## config.mk

```make
export PLATFORM = sky130hd
export DESIGN_NAME = orbit_partition_merge
export DESIGN_NICKNAME = d
export VERILOG_FILES = /design/src/hdl/opm_pkg.sv /design/src/hdl/orbit_partition_merge.sv
export SDC_FILE = /design/constraint.sdc
export NUM_CORES = 1
export LEC_CHECK = 0
export BUFFER_PORTS_ARGS = -buffer_cell sky130_fd_sc_hd__buf_2
export CAP_MARGIN = 30
export CORE_UTILIZATION = 45
export DETAILED_ROUTE_END_ITERATION = 16
export GPL_TIMING_DRIVEN = 0
export HOLD_SLACK_MARGIN = 0.12
export SYNTH_ARGS = -nofsm -noshare
export SYNTH_HDL_FRONTEND = slang
export SYNTH_SLANG_ARGS = --single-unit
```

## constraint.sdc

```tcl
create_clock -name clk -period 8.88 [get_ports clk]
set_input_delay 0.444 -clock clk [delete_from_list [all_inputs] [get_ports clk]]
set_output_delay 0.444 -clock clk [all_outputs]
set_load 0.1 [all_outputs]
```

## src/hdl/opm_pkg.sv

```systemverilog
// opm_pkg: request codes and field widths shared by the orbit partition merge
// block and its port checker
// no dependencies
`timescale 1ns / 1ps

package opm_pkg;

	localparam int LABEL_W = 6;
	localparam int CFG_W   = 7;
	localparam int REQ_W   = 2;

	typedef enum logic [REQ_W-1:0] {
		REQ_PERM  = 2'd0,
		REQ_QUERY = 2'd1,
		REQ_CLEAR = 2'd2,
		REQ_NONE  = 2'd3
	} req_t;

endpackage

```

## src/hdl/orbit_partition_merge.sv

```systemverilog
// orbit_partition_merge: ordered orbit partition kept in a label/link memory
// depends on opm_pkg
`timescale 1ns / 1ps
//
// Usage
//   A request (req_type, vertex, cycle_continues) is taken when start is high
//   and busy is low. Permutation entries start or extend a cycle; a later
//   entry of a cycle merges its cell into the anchor's cell. A query streams
//   one result per cell on representative/last_of_run, marked by strobe for
//   one cycle each; the receiver cannot stall and takes every result.
//   cfg_we/cfg_wdata write n_vertices; the user is to do so only while the block is idle, which it does not enforce.
// Work per accepted request
//   anchor entry, clear, unused code: the block does not become busy
//   query: reads every position in use and sends one result per cell
//   merge: search and decision (all of it when the merge is skipped), then
//   a copy of the moved cell, a shift of the cells between the two (none
//   for adjacent cells), a rewrite of the moved cell and one link write;
//   the moved cell is the later one of the two, and each step handles
//   one entry per cycle
// Reset
//   arst_n and the clear request mark every entry as never written, which
//   reads as the discrete identity partition; no clearing pass is needed.
module orbit_partition_merge
	import opm_pkg::*;
#(
	parameter int MAX_VERTICES = 64
) (
	input  logic               clk,
	input  logic               arst_n,
	input  logic               start,
	output logic               busy,
	input  logic [REQ_W-1:0]   req_type,
	input  logic [LABEL_W-1:0] vertex,
	input  logic               cycle_continues,
	input  logic               cfg_we,
	input  logic [CFG_W-1:0]   cfg_wdata,
	output logic               strobe,
	output logic [LABEL_W-1:0] representative,
	output logic               last_of_run
);

	localparam int AW = $clog2(MAX_VERTICES);
	localparam int CW = AW + 1;
	localparam int DW = LABEL_W + 1;

	typedef enum logic [2:0] {
		ST_IDLE, ST_FIND, ST_DECIDE, ST_COPY, ST_SHIFT, ST_PUT, ST_LINK, ST_QUERY
	} state_t;

	state_t state_q;

	logic [CFG_W-1:0]      n_vertices_q;
	logic [LABEL_W-1:0]    anchor_q, vert_q;
	logic                  inside_q;
	logic [CW-1:0]         cnt_q;
	logic [MAX_VERTICES-1:0] valid_q;

	logic [DW-1:0]         mem [MAX_VERTICES];
	logic [LABEL_W-1:0]    tmp [MAX_VERTICES];

	logic                  act_s1, vld_s1;
	logic [AW-1:0]         pos_s1;
	logic [DW-1:0]         rdata_s1;
	logic [LABEL_W-1:0]    tdata_s1;

	logic                  fa_q, fb_q, pa_q, pb_q;
	logic [AW-1:0]         sa_q, sb_q, ea_q, eb_q, cur_start_q;
	logic [LABEL_W-1:0]    la_q, lb_q, lab1_q, min_q;
	logic [CW-1:0]         e1_q, s2_q, e2_q, len_q;
	logic                  fresh_q;

	logic [CW-1:0]         n_use, n_last;
	logic                  rd_en, tmp_rd_en, wr_en, tmp_we;
	logic [AW-1:0]         rd_addr, wr_addr, tmp_waddr;
	logic [DW-1:0]         wr_data, word;
	logic [LABEL_W-1:0]    lab;
	logic                  cell_end, last_pos, hit_a, hit_b;
	logic [LABEL_W-1:0]    minv;
	logic                  accept;

	assign accept = start && !busy;
	assign busy   = (state_q != ST_IDLE);

	always_comb begin
		if (n_vertices_q == '0) n_use = CW'(1);
		else if (n_vertices_q > CFG_W'(MAX_VERTICES)) n_use = CW'(MAX_VERTICES);
		else n_use = CW'(n_vertices_q);
	end
	assign n_last = n_use - CW'(1);

	// read data with never-written entries shown as identity singletons
	assign word     = vld_s1 ? rdata_s1 : {LABEL_W'(pos_s1), 1'b0};
	assign lab      = word[DW-1:1];
	assign last_pos = (CW'(pos_s1) == n_last);
	assign cell_end = last_pos || !word[0];
	assign hit_a    = !fa_q && (lab == anchor_q);
	assign hit_b    = !fb_q && (lab == vert_q);
	assign minv     = (fresh_q || lab < min_q) ? lab : min_q;

	always_comb begin
		rd_en     = 1'b0;
		tmp_rd_en = 1'b0;
		rd_addr   = cnt_q[AW-1:0];
		wr_en     = 1'b0;
		wr_addr   = '0;
		wr_data   = '0;
		tmp_we    = 1'b0;
		tmp_waddr = '0;
		case (state_q)
			ST_FIND, ST_QUERY: rd_en = (cnt_q < n_use);
			ST_COPY: begin
				rd_en     = (cnt_q <= e2_q);
				tmp_we    = act_s1;
				tmp_waddr = AW'(CW'(pos_s1) - s2_q);
			end
			ST_SHIFT: begin
				rd_en   = (cnt_q != e1_q);
				wr_en   = act_s1;
				wr_addr = AW'(CW'(pos_s1) + len_q);
				wr_data = word;
			end
			ST_PUT: begin
				tmp_rd_en = (cnt_q < len_q);
				wr_en     = act_s1;
				wr_addr   = AW'(e1_q + CW'(1) + CW'(pos_s1));
				wr_data   = {tdata_s1, (CW'(pos_s1) != len_q - CW'(1))};
			end
			ST_LINK: begin
				wr_en   = 1'b1;
				wr_addr = e1_q[AW-1:0];
				wr_data = {lab1_q, 1'b1};
			end
			default: ;
		endcase
	end

	always_ff @(posedge clk) begin
		if (wr_en) mem[wr_addr] <= wr_data;
		if (rd_en) rdata_s1 <= mem[rd_addr];
		if (tmp_we) tmp[tmp_waddr] <= lab;
		if (tmp_rd_en) tdata_s1 <= tmp[rd_addr];
	end

	always_ff @(posedge clk or negedge arst_n) begin
		if (!arst_n) begin
			valid_q <= '0;
			act_s1  <= 1'b0;
			vld_s1  <= 1'b0;
			pos_s1  <= '0;
		end else begin
			act_s1 <= rd_en || tmp_rd_en;
			vld_s1 <= valid_q[rd_addr];
			pos_s1 <= rd_addr;
			if (accept && req_type == REQ_CLEAR) valid_q <= '0;
			else if (wr_en) valid_q[wr_addr] <= 1'b1;
		end
	end

	always_ff @(posedge clk or negedge arst_n) begin
		if (!arst_n) begin
			state_q        <= ST_IDLE;
			n_vertices_q   <= CFG_W'(64);
			anchor_q       <= '0;
			inside_q       <= 1'b0;
			vert_q         <= '0;
			cnt_q          <= '0;
			fa_q           <= 1'b0;
			fb_q           <= 1'b0;
			pa_q           <= 1'b0;
			pb_q           <= 1'b0;
			sa_q           <= '0;
			sb_q           <= '0;
			ea_q           <= '0;
			eb_q           <= '0;
			la_q           <= '0;
			lb_q           <= '0;
			cur_start_q    <= '0;
			e1_q           <= '0;
			s2_q           <= '0;
			e2_q           <= '0;
			len_q          <= '0;
			lab1_q         <= '0;
			min_q          <= '0;
			fresh_q        <= 1'b1;
			strobe         <= 1'b0;
			representative <= '0;
			last_of_run    <= 1'b0;
		end else begin
			strobe <= 1'b0;
			if (cfg_we) n_vertices_q <= cfg_wdata;
			case (state_q)
				ST_IDLE: begin
					cnt_q       <= '0;
					fa_q        <= 1'b0;
					fb_q        <= 1'b0;
					pa_q        <= 1'b0;
					pb_q        <= 1'b0;
					cur_start_q <= '0;
					fresh_q     <= 1'b1;
					if (accept) begin
						case (req_type)
							REQ_PERM: begin
								inside_q <= cycle_continues;
								vert_q   <= vertex;
								if (!inside_q) anchor_q <= vertex;
								else state_q <= ST_FIND;
							end
							REQ_QUERY: state_q <= ST_QUERY;
							REQ_CLEAR: begin
								anchor_q <= '0;
								inside_q <= 1'b0;
							end
							default: ;
						endcase
					end
				end
				ST_FIND: begin
					if (rd_en) cnt_q <= cnt_q + CW'(1);
					if (act_s1) begin
						if (hit_a) begin
							fa_q <= 1'b1;
							sa_q <= cur_start_q;
						end
						if (hit_b) begin
							fb_q <= 1'b1;
							sb_q <= cur_start_q;
						end
						if (cell_end) begin
							cur_start_q <= pos_s1 + AW'(1);
							pa_q <= 1'b0;
							pb_q <= 1'b0;
							if (hit_a || pa_q) begin
								ea_q <= pos_s1;
								la_q <= lab;
							end
							if (hit_b || pb_q) begin
								eb_q <= pos_s1;
								lb_q <= lab;
							end
						end else begin
							if (hit_a) pa_q <= 1'b1;
							if (hit_b) pb_q <= 1'b1;
						end
						if (last_pos) state_q <= ST_DECIDE;
					end
				end
				ST_DECIDE: begin
					if (!fa_q || !fb_q || sa_q == sb_q) begin
						state_q <= ST_IDLE;
					end else begin
						state_q <= ST_COPY;
						if (sa_q < sb_q) begin
							e1_q   <= CW'(ea_q);
							lab1_q <= la_q;
							s2_q   <= CW'(sb_q);
							e2_q   <= CW'(eb_q);
							len_q  <= CW'(eb_q) - CW'(sb_q) + CW'(1);
							cnt_q  <= CW'(sb_q);
						end else begin
							e1_q   <= CW'(eb_q);
							lab1_q <= lb_q;
							s2_q   <= CW'(sa_q);
							e2_q   <= CW'(ea_q);
							len_q  <= CW'(ea_q) - CW'(sa_q) + CW'(1);
							cnt_q  <= CW'(sa_q);
						end
					end
				end
				ST_COPY: begin
					if (rd_en) cnt_q <= cnt_q + CW'(1);
					if (act_s1 && CW'(pos_s1) == e2_q) begin
						if (s2_q == e1_q + CW'(1)) begin
							state_q <= ST_PUT;
							cnt_q   <= '0;
						end else begin
							state_q <= ST_SHIFT;
							cnt_q   <= s2_q - CW'(1);
						end
					end
				end
				ST_SHIFT: begin
					if (rd_en) cnt_q <= cnt_q - CW'(1);
					if (act_s1 && CW'(pos_s1) == e1_q + CW'(1)) begin
						state_q <= ST_PUT;
						cnt_q   <= '0;
					end
				end
				ST_PUT: begin
					if (tmp_rd_en) cnt_q <= cnt_q + CW'(1);
					if (act_s1 && CW'(pos_s1) == len_q - CW'(1)) state_q <= ST_LINK;
				end
				ST_LINK: state_q <= ST_IDLE;
				ST_QUERY: begin
					if (rd_en) cnt_q <= cnt_q + CW'(1);
					if (act_s1) begin
						if (cell_end) begin
							strobe         <= 1'b1;
							representative <= minv;
							last_of_run    <= last_pos;
							fresh_q        <= 1'b1;
						end else begin
							min_q   <= minv;
							fresh_q <= 1'b0;
						end
						if (last_pos) state_q <= ST_IDLE;
					end
				end
				default: state_q <= ST_IDLE;
			endcase
		end
	end

endmodule

```

==> results.cfg, run 1 <==
[outcome]
outcome = completed

[synthesis]
synth-edff-count = 845
number_of_distinct_library_cells_after_synthesis = 88
post_synth_inst_count = 2582
synth_commonest_cells = sky130_fd_sc_hd__edfxtp_1, sky130_fd_sc_hd__mux4_2, sky130_fd_sc_hd__dfrtp_1
synth_largest_area_cell = sky130_fd_sc_hd__edfxtp_1
seq_area_frac_synth_pct = 67.5
synthesis.nets = 2674
synth_most_common_cell = sky130_fd_sc_hd__edfxtp_1
ys_seq_elements = 1039
synth_area_mm2 = 0.0448
synth.top_cells.by_area = sky130_fd_sc_hd__edfxtp_1, sky130_fd_sc_hd__mux4_2, sky130_fd_sc_hd__dfrtp_1, sky130_fd_sc_hd__ha_1, sky130_fd_sc_hd__mux2_2
ys_async_sr_fraction_pct = 18.7
post_synthesis_average_cell_area_um2 = 17.3
yosys_warnings = 0
dominantRegCellSynth = sky130_fd_sc_hd__edfxtp_1
synth_top_area_share_pct = 56.7

[cts]
clock_tree_from_tritoncts = done
cts-root-buf = sky130_fd_sc_hd__clkbuf_16
worst_skew_pair.late_latency_ps = 710
cts_setup_buffers = 0
cts_num_sinks = 1039
cts-root-to-sink-buffers = 3
htree_num_levels = 3
cts.reportedPaths.clkPinSlew_ps = 60
total_cts_buffers = 106

[placed_design]
portBuffers = 27
dp_slack_ps = 3080
dp.final_hpwl_um = 86600
routabilityCongestion = 0.923
placedCellCount = 3943

[timing]
finalClockSkew_ps = 32.2
max-slew-margin-rel_pct = 30.5
report.final.setup_viol = 0
final.setup.tns_ps = 0
period_minus_slack_ps = 5900
timing.final.ws_setup_ps = 2980
worst_tran_pin_value_ps = 1030
final_min_period_over_clock_period_pct = 66.5
hold_violations = 0
grt_setup_unrepaired = false
timing.final.max_slew_violations = 0
maxClockFrequency_ghz = 0.169

[min_path]
worst_hold_startpoint = cfg_we
hold_path_end = n_vertices_q[0]
hold_class = in -> reg
whs_path_depth = 2

[power]
sum_of_internal_switching_and_leakage_power_mw = 19.5
pwr-share-clk_pct = 24.7
power.share.switching_pct = 35.8
net_switching_power_figure_mw = 6.98
pwr_density_cell_mw_per_mm2 = 380
max-vdd-ir-drop_mv = 0.285
comb_power_share_pct = 39.5
internal-power_mw = 12.5
sequentialPowerShare_pct = 35.8
cellLeakagePower_nw = 17.7

[global_route]
grt_first_pass_wirelength_um = 176000
track_usage_pct = 24.4
grt_overflow_total = 0
grt_pass1_vias = 25600
grt_start_max_net_pins = 119
antenna_violations_before_repair = 1

[cells_and_area]
flow.area_growth_from_synthesis_pct = 14.6
sequential_cell_area_mm2 = 0.0302
layout.core_utilization_pct = 52.1
fin_nets = 2879
num_antenna_cells = 0
post_route_cells_drive_above_1_share_pct = 24.0
area_used_by_multi_input_combinational_logic_mm2 = 0.0137
nFillCells = 7875
layout.cells.non_filler = 4166

[drt]
drtIter0Drc = 2641
finalWirelength_um = 120000
dr_wl_cell_um = 28.8
antenna_violating_nets_post_route = 0
routed-via-count = 25000
route.detailed.drc = 0
drt-vias-per-instance = 6.00
detailedRoute.firstPassIterationCount = 6

[floorplanning]
fp-row-count = 115
die_y_um = 317
die_x_um = 317
io-pin-count = 29
dieArea_mm2 = 0.101
core_area_mm2 = 0.0984
starting_density_of_the_core_pct = 45.5

[worst_setup_path]
timing.critical_path.fanout_max = 10
r2r-end = mem[53][0]
sort_of_element_at_the_end_of_the_critical_path = flop
timing.critical_path.required_ps = 9210
rrSetupSlack_ps = 2980
criticalPathCategory = reg -> reg
arrival_ps = 6240
timing.critical_path.from_type = flop
r2r-start = state_q[0]
worstRegToRegCells = 14

[job]
max_cap_violation_count = 0
==> worst max path at each step <==
| stage | start | endpoint |
|---|---|---|
| 2_1_floorplan | state_q[2] | mem[0][0] |
| 3_3_place_gp | state_q[2] | mem[46][0] |
| 3_5_place_dp | state_q[0] | mem[33][4] |
| 4_1_cts | state_q[0] | mem[33][1] |
| 5_1_grt | state_q[0] | mem[55][5] |
| 6_report | state_q[0] | mem[53][0] |
==> power groups by stage <==
| stage | Sequential (mW) | Clock [mW] | Combinational [mW] |
|---|---|---|---|
| 3_5_place_dp | 7.07 | 0 | 7.65 |
| 5_1_grt | 7.02 | 5.07 | 8.17 |
| 6_report | 6.98 | 4.83 | 7.70 |
| 2_1_floorplan | 7.13 | 0 | 4.57 |
| 3_3_place_gp | 7.25 | 0 | 7.03 |
| 4_1_cts | 6.97 | 4.89 | 7.68 |
==> logic make-up (layout without fill, tap and decap cells) <==
kind of cell,Yosys count,count (layout),synth area share (%)
AOI/OAI and AO/OA,304,304,4.49
muxes,394,394,17.2
DFF,1039,1039,67.5
and+or+nand+nor,486,486,4.90
adders and majority gates,72,72,2.08
xor gates and xnor gates,76,76,1.71
buffers and inverters,211,508,2.06
==> registers in the layout, indices dropped and copies added, names as in the netlist, 6 cells and up <==
| name | count |
|---|---|
| anchor_q | 6 |
| cnt_q | 7 |
| cur_start_q | 6 |
| e1_q | 6 |
| e2_q | 6 |
| ea_q | 6 |
| eb_q | 6 |
| la_q | 6 |
| lab1_q | 6 |
| lb_q | 6 |
| len_q | 7 |
| mem | 448 |
| min_q | 6 |
| n_vertices_q | 7 |
| pos_s1 | 6 |
| rdata_s1 | 7 |
| representative | 6 |
| s2_q | 6 |
| sa_q | 6 |
| sb_q | 6 |
| tdata_s1 | 6 |
| tmp | 384 |
| valid_q | 64 |
| vert_q | 6 |
==> critical path, stage by stage, from the launching register on <==
cell,delay [ps]
sky130_fd_sc_hd__dfrtp_1,500
sky130_fd_sc_hd__clkbuf_1,620
sky130_fd_sc_hd__clkinv_1,520
sky130_fd_sc_hd__nor2_1,710
sky130_fd_sc_hd__nor2_1,90
sky130_fd_sc_hd__a21o_1,210
sky130_fd_sc_hd__ha_1,270
sky130_fd_sc_hd__a21o_1,170
sky130_fd_sc_hd__a21oi_1,240
sky130_fd_sc_hd__nor3_1,100
sky130_fd_sc_hd__a311oi_1,560
sky130_fd_sc_hd__nand2_1,280
sky130_fd_sc_hd__or2_2,340
sky130_fd_sc_hd__clkbuf_1,260
sky130_fd_sc_hd__nor2_1,630
==> final cells by class <==
cell class                      count  share of cell area, %
Timing Repair Buffer               97                   2.03
Tap cell                         1287                   3.14
Inverter                           76                  0.556
Buffer                            135                   1.25
Clock buffer                      130                   5.48
Sequential cell                  1039                   58.9
Multi-Input combinational cell   1332                   26.7
Clock inverter                     70                   1.93
==> layout by cell type, fill, tap and decap left out, types with 10 or more instances in the layout <==
master / netlist / routed
sky130_fd_sc_hd__nor3_1: 37 / 37
sky130_fd_sc_hd__nand3_1: 38 / 38
sky130_fd_sc_hd__edfxtp_1: 845 / 845
sky130_fd_sc_hd__bufinv_16: 0 / 22
sky130_fd_sc_hd__xor2_1: 32 / 32
sky130_fd_sc_hd__and3_1: 11 / 11
sky130_fd_sc_hd__o21a_1: 23 / 23
sky130_fd_sc_hd__or2_2: 10 / 10
sky130_fd_sc_hd__clkinv_1: 2 / 17
sky130_fd_sc_hd__ha_1: 68 / 68
sky130_fd_sc_hd__o21ai_0: 82 / 82
sky130_fd_sc_hd__buf_12: 0 / 13
sky130_fd_sc_hd__o211ai_1: 21 / 21
sky130_fd_sc_hd__mux2_2: 67 / 66
sky130_fd_sc_hd__mux2i_1: 33 / 33
sky130_fd_sc_hd__nand2_1: 129 / 129
sky130_fd_sc_hd__dfrtp_1: 192 / 192
sky130_fd_sc_hd__clkbuf_16: 0 / 107
sky130_fd_sc_hd__buf_2: 31 / 71
sky130_fd_sc_hd__dlygate4sd3_1: 0 / 16
sky130_fd_sc_hd__xnor2_1: 37 / 37
sky130_fd_sc_hd__mux4_2: 294 / 294
sky130_fd_sc_hd__buf_8: 1 / 16
sky130_fd_sc_hd__inv_1: 74 / 74
sky130_fd_sc_hd__nor2_1: 189 / 189
sky130_fd_sc_hd__buf_1: 13 / 13
sky130_fd_sc_hd__a21o_1: 19 / 19
sky130_fd_sc_hd__clkinv_2: 0 / 18
sky130_fd_sc_hd__clkbuf_1: 79 / 96
sky130_fd_sc_hd__a21oi_1: 71 / 65
sky130_fd_sc_hd__nand2b_1: 12 / 12
sky130_fd_sc_hd__nor2b_1: 16 / 16
==> through the flow <==
stage | area (um2) | hold WS (ps)
floorplan | 44800 | 148
global placement | 46500 | 410
detailed placement | 47300 | 428
CTS | 51200 | 136
global route | 51300 | 190
finish | 51300 | 165
==> layer usage <==
| metal | vias to the layer above | wire (um) | GRT usage [%] | part of all wire, % |
|---|---|---|---|---|
| met2 | 1025 | 57800 | 39.2 | 48 |
| li1 | 10600 | - | - | - |
| met4 | 0 | 3880 | 8.08 | 3.2 |
| met3 | 222 | 9020 | 5.26 | 7.5 |
| met1 | 13100 | 49300 | 33.2 | 41 |
| met5 | - | 0 | 0.284 | 0 |
==> what timing repair did <==
item,in CTS,in global routing
resized for setup,0,0
hold endpoints to repair,95,0
hold buffers,16,0
Note: power is estimated with default switching activity, not from simulation.
==> inputs of run 2 (changes only) <==
--- a/config.mk
+++ b/config.mk
@@ -5,6 +5,7 @@
 export SDC_FILE = /design/constraint.sdc
 export NUM_CORES = 1
 export LEC_CHECK = 0
+export ABC_AREA = 1
 export BUFFER_PORTS_ARGS = -buffer_cell sky130_fd_sc_hd__buf_2
 export CAP_MARGIN = 30
 export CORE_UTILIZATION = 45
==> constraint.sdc (replaced) <==
create_clock -name clk -period 4.9 [get_ports clk]
set_input_delay 0.245 -clock clk [delete_from_list [all_inputs] [get_ports clk]]
set_output_delay 0.245 -clock clk [all_outputs]
set_load 0.1 [all_outputs]
==> run 2 against run 1 <==
Via count rose by 42%. Synthesized area rose by 1.4%. Sequential cell count did not move. Clock skew rose by 12 ps. Final area rose by 1.4%. Core utilization fell by 0.11 points. Worst setup slack got worse by 2900 ps. Largest cell class unchanged. Clock power rose by 72%. Critical path depth rose by 1. Combinational power rose by 45%. Cell count rose by 39%. Register-to-register slack got worse by 2900 ps.
==> results.cfg, run 2 <==
[outcome]
outcome = completed

[worst_setup_path]
criticalPathCategory = reg -> reg
cp_slowest_stage_delay_ps = 670
critical-path-slowest-cell = sky130_fd_sc_hd__nor2_1
arrival_ps = 5210
sort_of_element_at_the_end_of_the_critical_path = flop
timing.critical_path.fanout_max = 10
crit_chain = nor2_4 > inv_4 > nor2_8 > clkbuf_2 > nand2_1 > o21ai_0 > ha_1 > inv_1 > fa_1 > o22ai_2 > nand2_1 > nor2_1 > inv_1 > nor2_1 > buf_6
timing.critical_path.from_type = flop
timing.critical_path.required_ps = 5320

[global_route]
grt_overflow_total = 0
grt_start_max_net_pins = 114
grt_first_pass_wirelength_um = 240000
antenna_violations_before_repair = 7
track_usage_pct = 33.0
grt_pass1_vias = 33100

[timing]
period_minus_slack_ps = 4780
report.final.setup_viol = 0
final_min_period_over_clock_period_pct = 97.6
worst_tran_pin_value_ps = 1160
maxClockFrequency_ghz = 0.209
hold_violations = 0
holdWs_ps = 134
timing.final.max_slew_violations = 0
max-slew-margin-rel_pct = 22.5
finalClockSkew_ps = 44.6
final.setup.tns_ps = 0

[drt]
drt-vias-per-instance = 6.16
antenna_violating_nets_post_route = 0
routed-via-count = 35500
finalWirelength_um = 170000
detailedRoute.firstPassIterationCount = 6
route.detailed.drc = 0
drtIter0Drc = 5310
dr_wl_cell_um = 29.5

[cells_and_area]
max_ffs_per_register = 448
mostFrequentLayoutCells = sky130_fd_sc_hd__edfxtp_1, sky130_fd_sc_hd__nor2_1, sky130_fd_sc_hd__o21ai_0, sky130_fd_sc_hd__nand2_1, sky130_fd_sc_hd__o22ai_1
num_antenna_cells = 0
area_used_by_multi_input_combinational_logic_mm2 = 0.0134
flow.area_growth_from_synthesis_pct = 14.7
post_route_cells_drive_above_1_share_pct = 9.36
layout.core_utilization_pct = 52.0
fin_nets = 4476
nFillCells = 8813
mostFrequentLayoutCell = sky130_fd_sc_hd__edfxtp_1
largestRegisters = mem x448, tmp x384, valid_q x64
register_with_the_highest_flop_count = mem
sequential_cell_area_mm2 = 0.0302

[synthesis]
synth_commonest_cells = sky130_fd_sc_hd__edfxtp_1, sky130_fd_sc_hd__nor2_1, sky130_fd_sc_hd__o21ai_0
seq_area_frac_synth_pct = 66.6
synth-edff-count = 845
muxShareOfSynthArea_pct = 0.223
synth_top_area_share_pct = 55.9
synth-compound-area-share_pct = 12.1
synth_most_common_cell = sky130_fd_sc_hd__edfxtp_1
synthesis.nets = 4231
post_synth_inst_count = 4139
number_of_distinct_library_cells_after_synthesis = 58
yosys_warnings = 0
ys_seq_elements = 1039
synth_largest_area_cell = sky130_fd_sc_hd__edfxtp_1
combinational_family_with_the_most_area_after_synthesis = simple AND/OR/NAND/NOR gates
synth_area_mm2 = 0.0454
post_synthesis_average_cell_area_um2 = 11.0
xor_xnor_share_of_the_synthesized_area_pct = 0.907
synth_fa_ha_area_share_pct = 2.05
post_synth_and_or_nand_nor_area_fraction_pct = 14.0
synth.top_cells.by_area = sky130_fd_sc_hd__edfxtp_1, sky130_fd_sc_hd__dfrtp_1, sky130_fd_sc_hd__o21ai_0, sky130_fd_sc_hd__nor2_1, sky130_fd_sc_hd__nand2_1
ys_async_sr_fraction_pct = 18.7
dominantRegCellSynth = sky130_fd_sc_hd__edfxtp_1

[cts]
worst_skew_pair.late_latency_ps = 730
clock_tree_from_tritoncts = done
cts-root-buf = sky130_fd_sc_hd__clkbuf_16
total_cts_buffers = 110
cts.reportedPaths.clkPinSlew_ps = 60
cts_setup_buffers = 0
htree_num_levels = 3
cts_num_sinks = 1039
cts-root-to-sink-buffers = 3

[power]
max-vdd-ir-drop_mv = 0.305
sum_of_internal_switching_and_leakage_power_mw = 30.8
cellLeakagePower_nw = 19.1
pwr_density_cell_mw_per_mm2 = 593

[floorplanning]
die_y_um = 320
core_area_mm2 = 0.100
fp-row-count = 116
io-pin-count = 29
starting_density_of_the_core_pct = 45.4
dieArea_mm2 = 0.102
die_x_um = 320

[placed_design]
routabilityCongestion = 1.03
dp.final_hpwl_um = 121000
portBuffers = 27

[job]
max_cap_violation_count = 0

[min_path]
hold_class = in -> async
## run 2: cell types whose count changed after synthesis, moves of 26 or more
cell,change
sky130_fd_sc_hd__nand2_1,+393
sky130_fd_sc_hd__nor2_1,+500
sky130_fd_sc_hd__a21oi_1,+58
sky130_fd_sc_hd__mux2i_1,-33
sky130_fd_sc_hd__nand4_1,+83
sky130_fd_sc_hd__o22ai_1,+232
sky130_fd_sc_hd__clkbuf_1,+93
sky130_fd_sc_hd__xnor2_1,-26
sky130_fd_sc_hd__inv_1,+130
sky130_fd_sc_hd__o21ai_0,+462
sky130_fd_sc_hd__mux4_2,-294
sky130_fd_sc_hd__mux2_2,-58
sky130_fd_sc_hd__nand3_1,+89
## run 2: worst max-delay path, delay by kind of cell (launching register included)
kind / cells / cell delay, ps
simple gates: 6 / 1930
flops: 1 / 480
fa+ha+maj: 2 / 700
compound gates: 2 / 370
buf+inv: 5 / 1000
## run 2: final timing paths
check | depth (start not counted) | slack (ps) | start | end
max reg2reg | 15 | 120 | state_q[1] | mem[30][5]
max in group asynchronous | 3 | 3710 | arst_n | min_q[3]
min reg2reg | 2 | 470 | representative[2] | representative[2]
min in group clk | 3 | 330 | vertex[1] | vert_q[1]
max | 15 | 120 | state_q[1] | mem[30][5]
min | 2 | 130 | arst_n | n_vertices_q[3]
## run 2: kinds of logic after synthesis
| group | after synthesis |
|---|---|
| buffers and inverters | 467 |
| AO/OA/AOI/OAI | 996 |
| flip-flops | 1039 |
| XOR/XNOR | 47 |
| multiplexers | 9 |
| adder cells (fa/ha/maj) | 72 |
| AND/OR/NAND/NOR | 1509 |
## run 2: timing repair
item / 4_1_cts / 5_1_grt
hold buffers: 30 / 0
resized for setup: 6 / 23
endpoints found under the setup margin: 57 / 331
hold endpoints to repair: 103 / 0
## run 2: power by group
| group | switching, mW | internal [mW] |
|---|---|---|
| Combinational | 8.41 | 2.81 |
| Clock | 3.58 | 4.73 |
| Sequential | 0.372 | 10.9 |
## run 2: per-stage QoR
| stage | area [um2] | worst slack, ps | std cells |
|---|---|---|---|
| after floorplan | 45400 | 1250 | 4139 |
| after global placement | 47100 | -2660 | 5464 |
| after detailed placement | 48100 | -76.1 | 5537 |
| after CTS | 51900 | -93.0 | 5770 |
| after global routing | 52000 | -19.0 | 5773 |
| final | 52000 | 119 | 5773 |
## run 2: layout make-up
type                       instances  share of cell area [%]
clock inverter                    67                    1.23
sequential                      1039                    58.1
tap                             1298                    3.12
inverter                         233                    1.71
multi-input combinational       2633                    25.8
clock buffer                     136                    5.58
timing repair buffer             134                    2.60
buffer                           233                    1.87
## run 2: routing by layer
layer	GRT usage [%]	up-vias	routed length (um)
met2	48.6	2377	73300
li1	-	15300	-
met5	0	-	55
met1	43.2	17300	64100
met3	10.1	554	21600
met4	19.0	8	11100
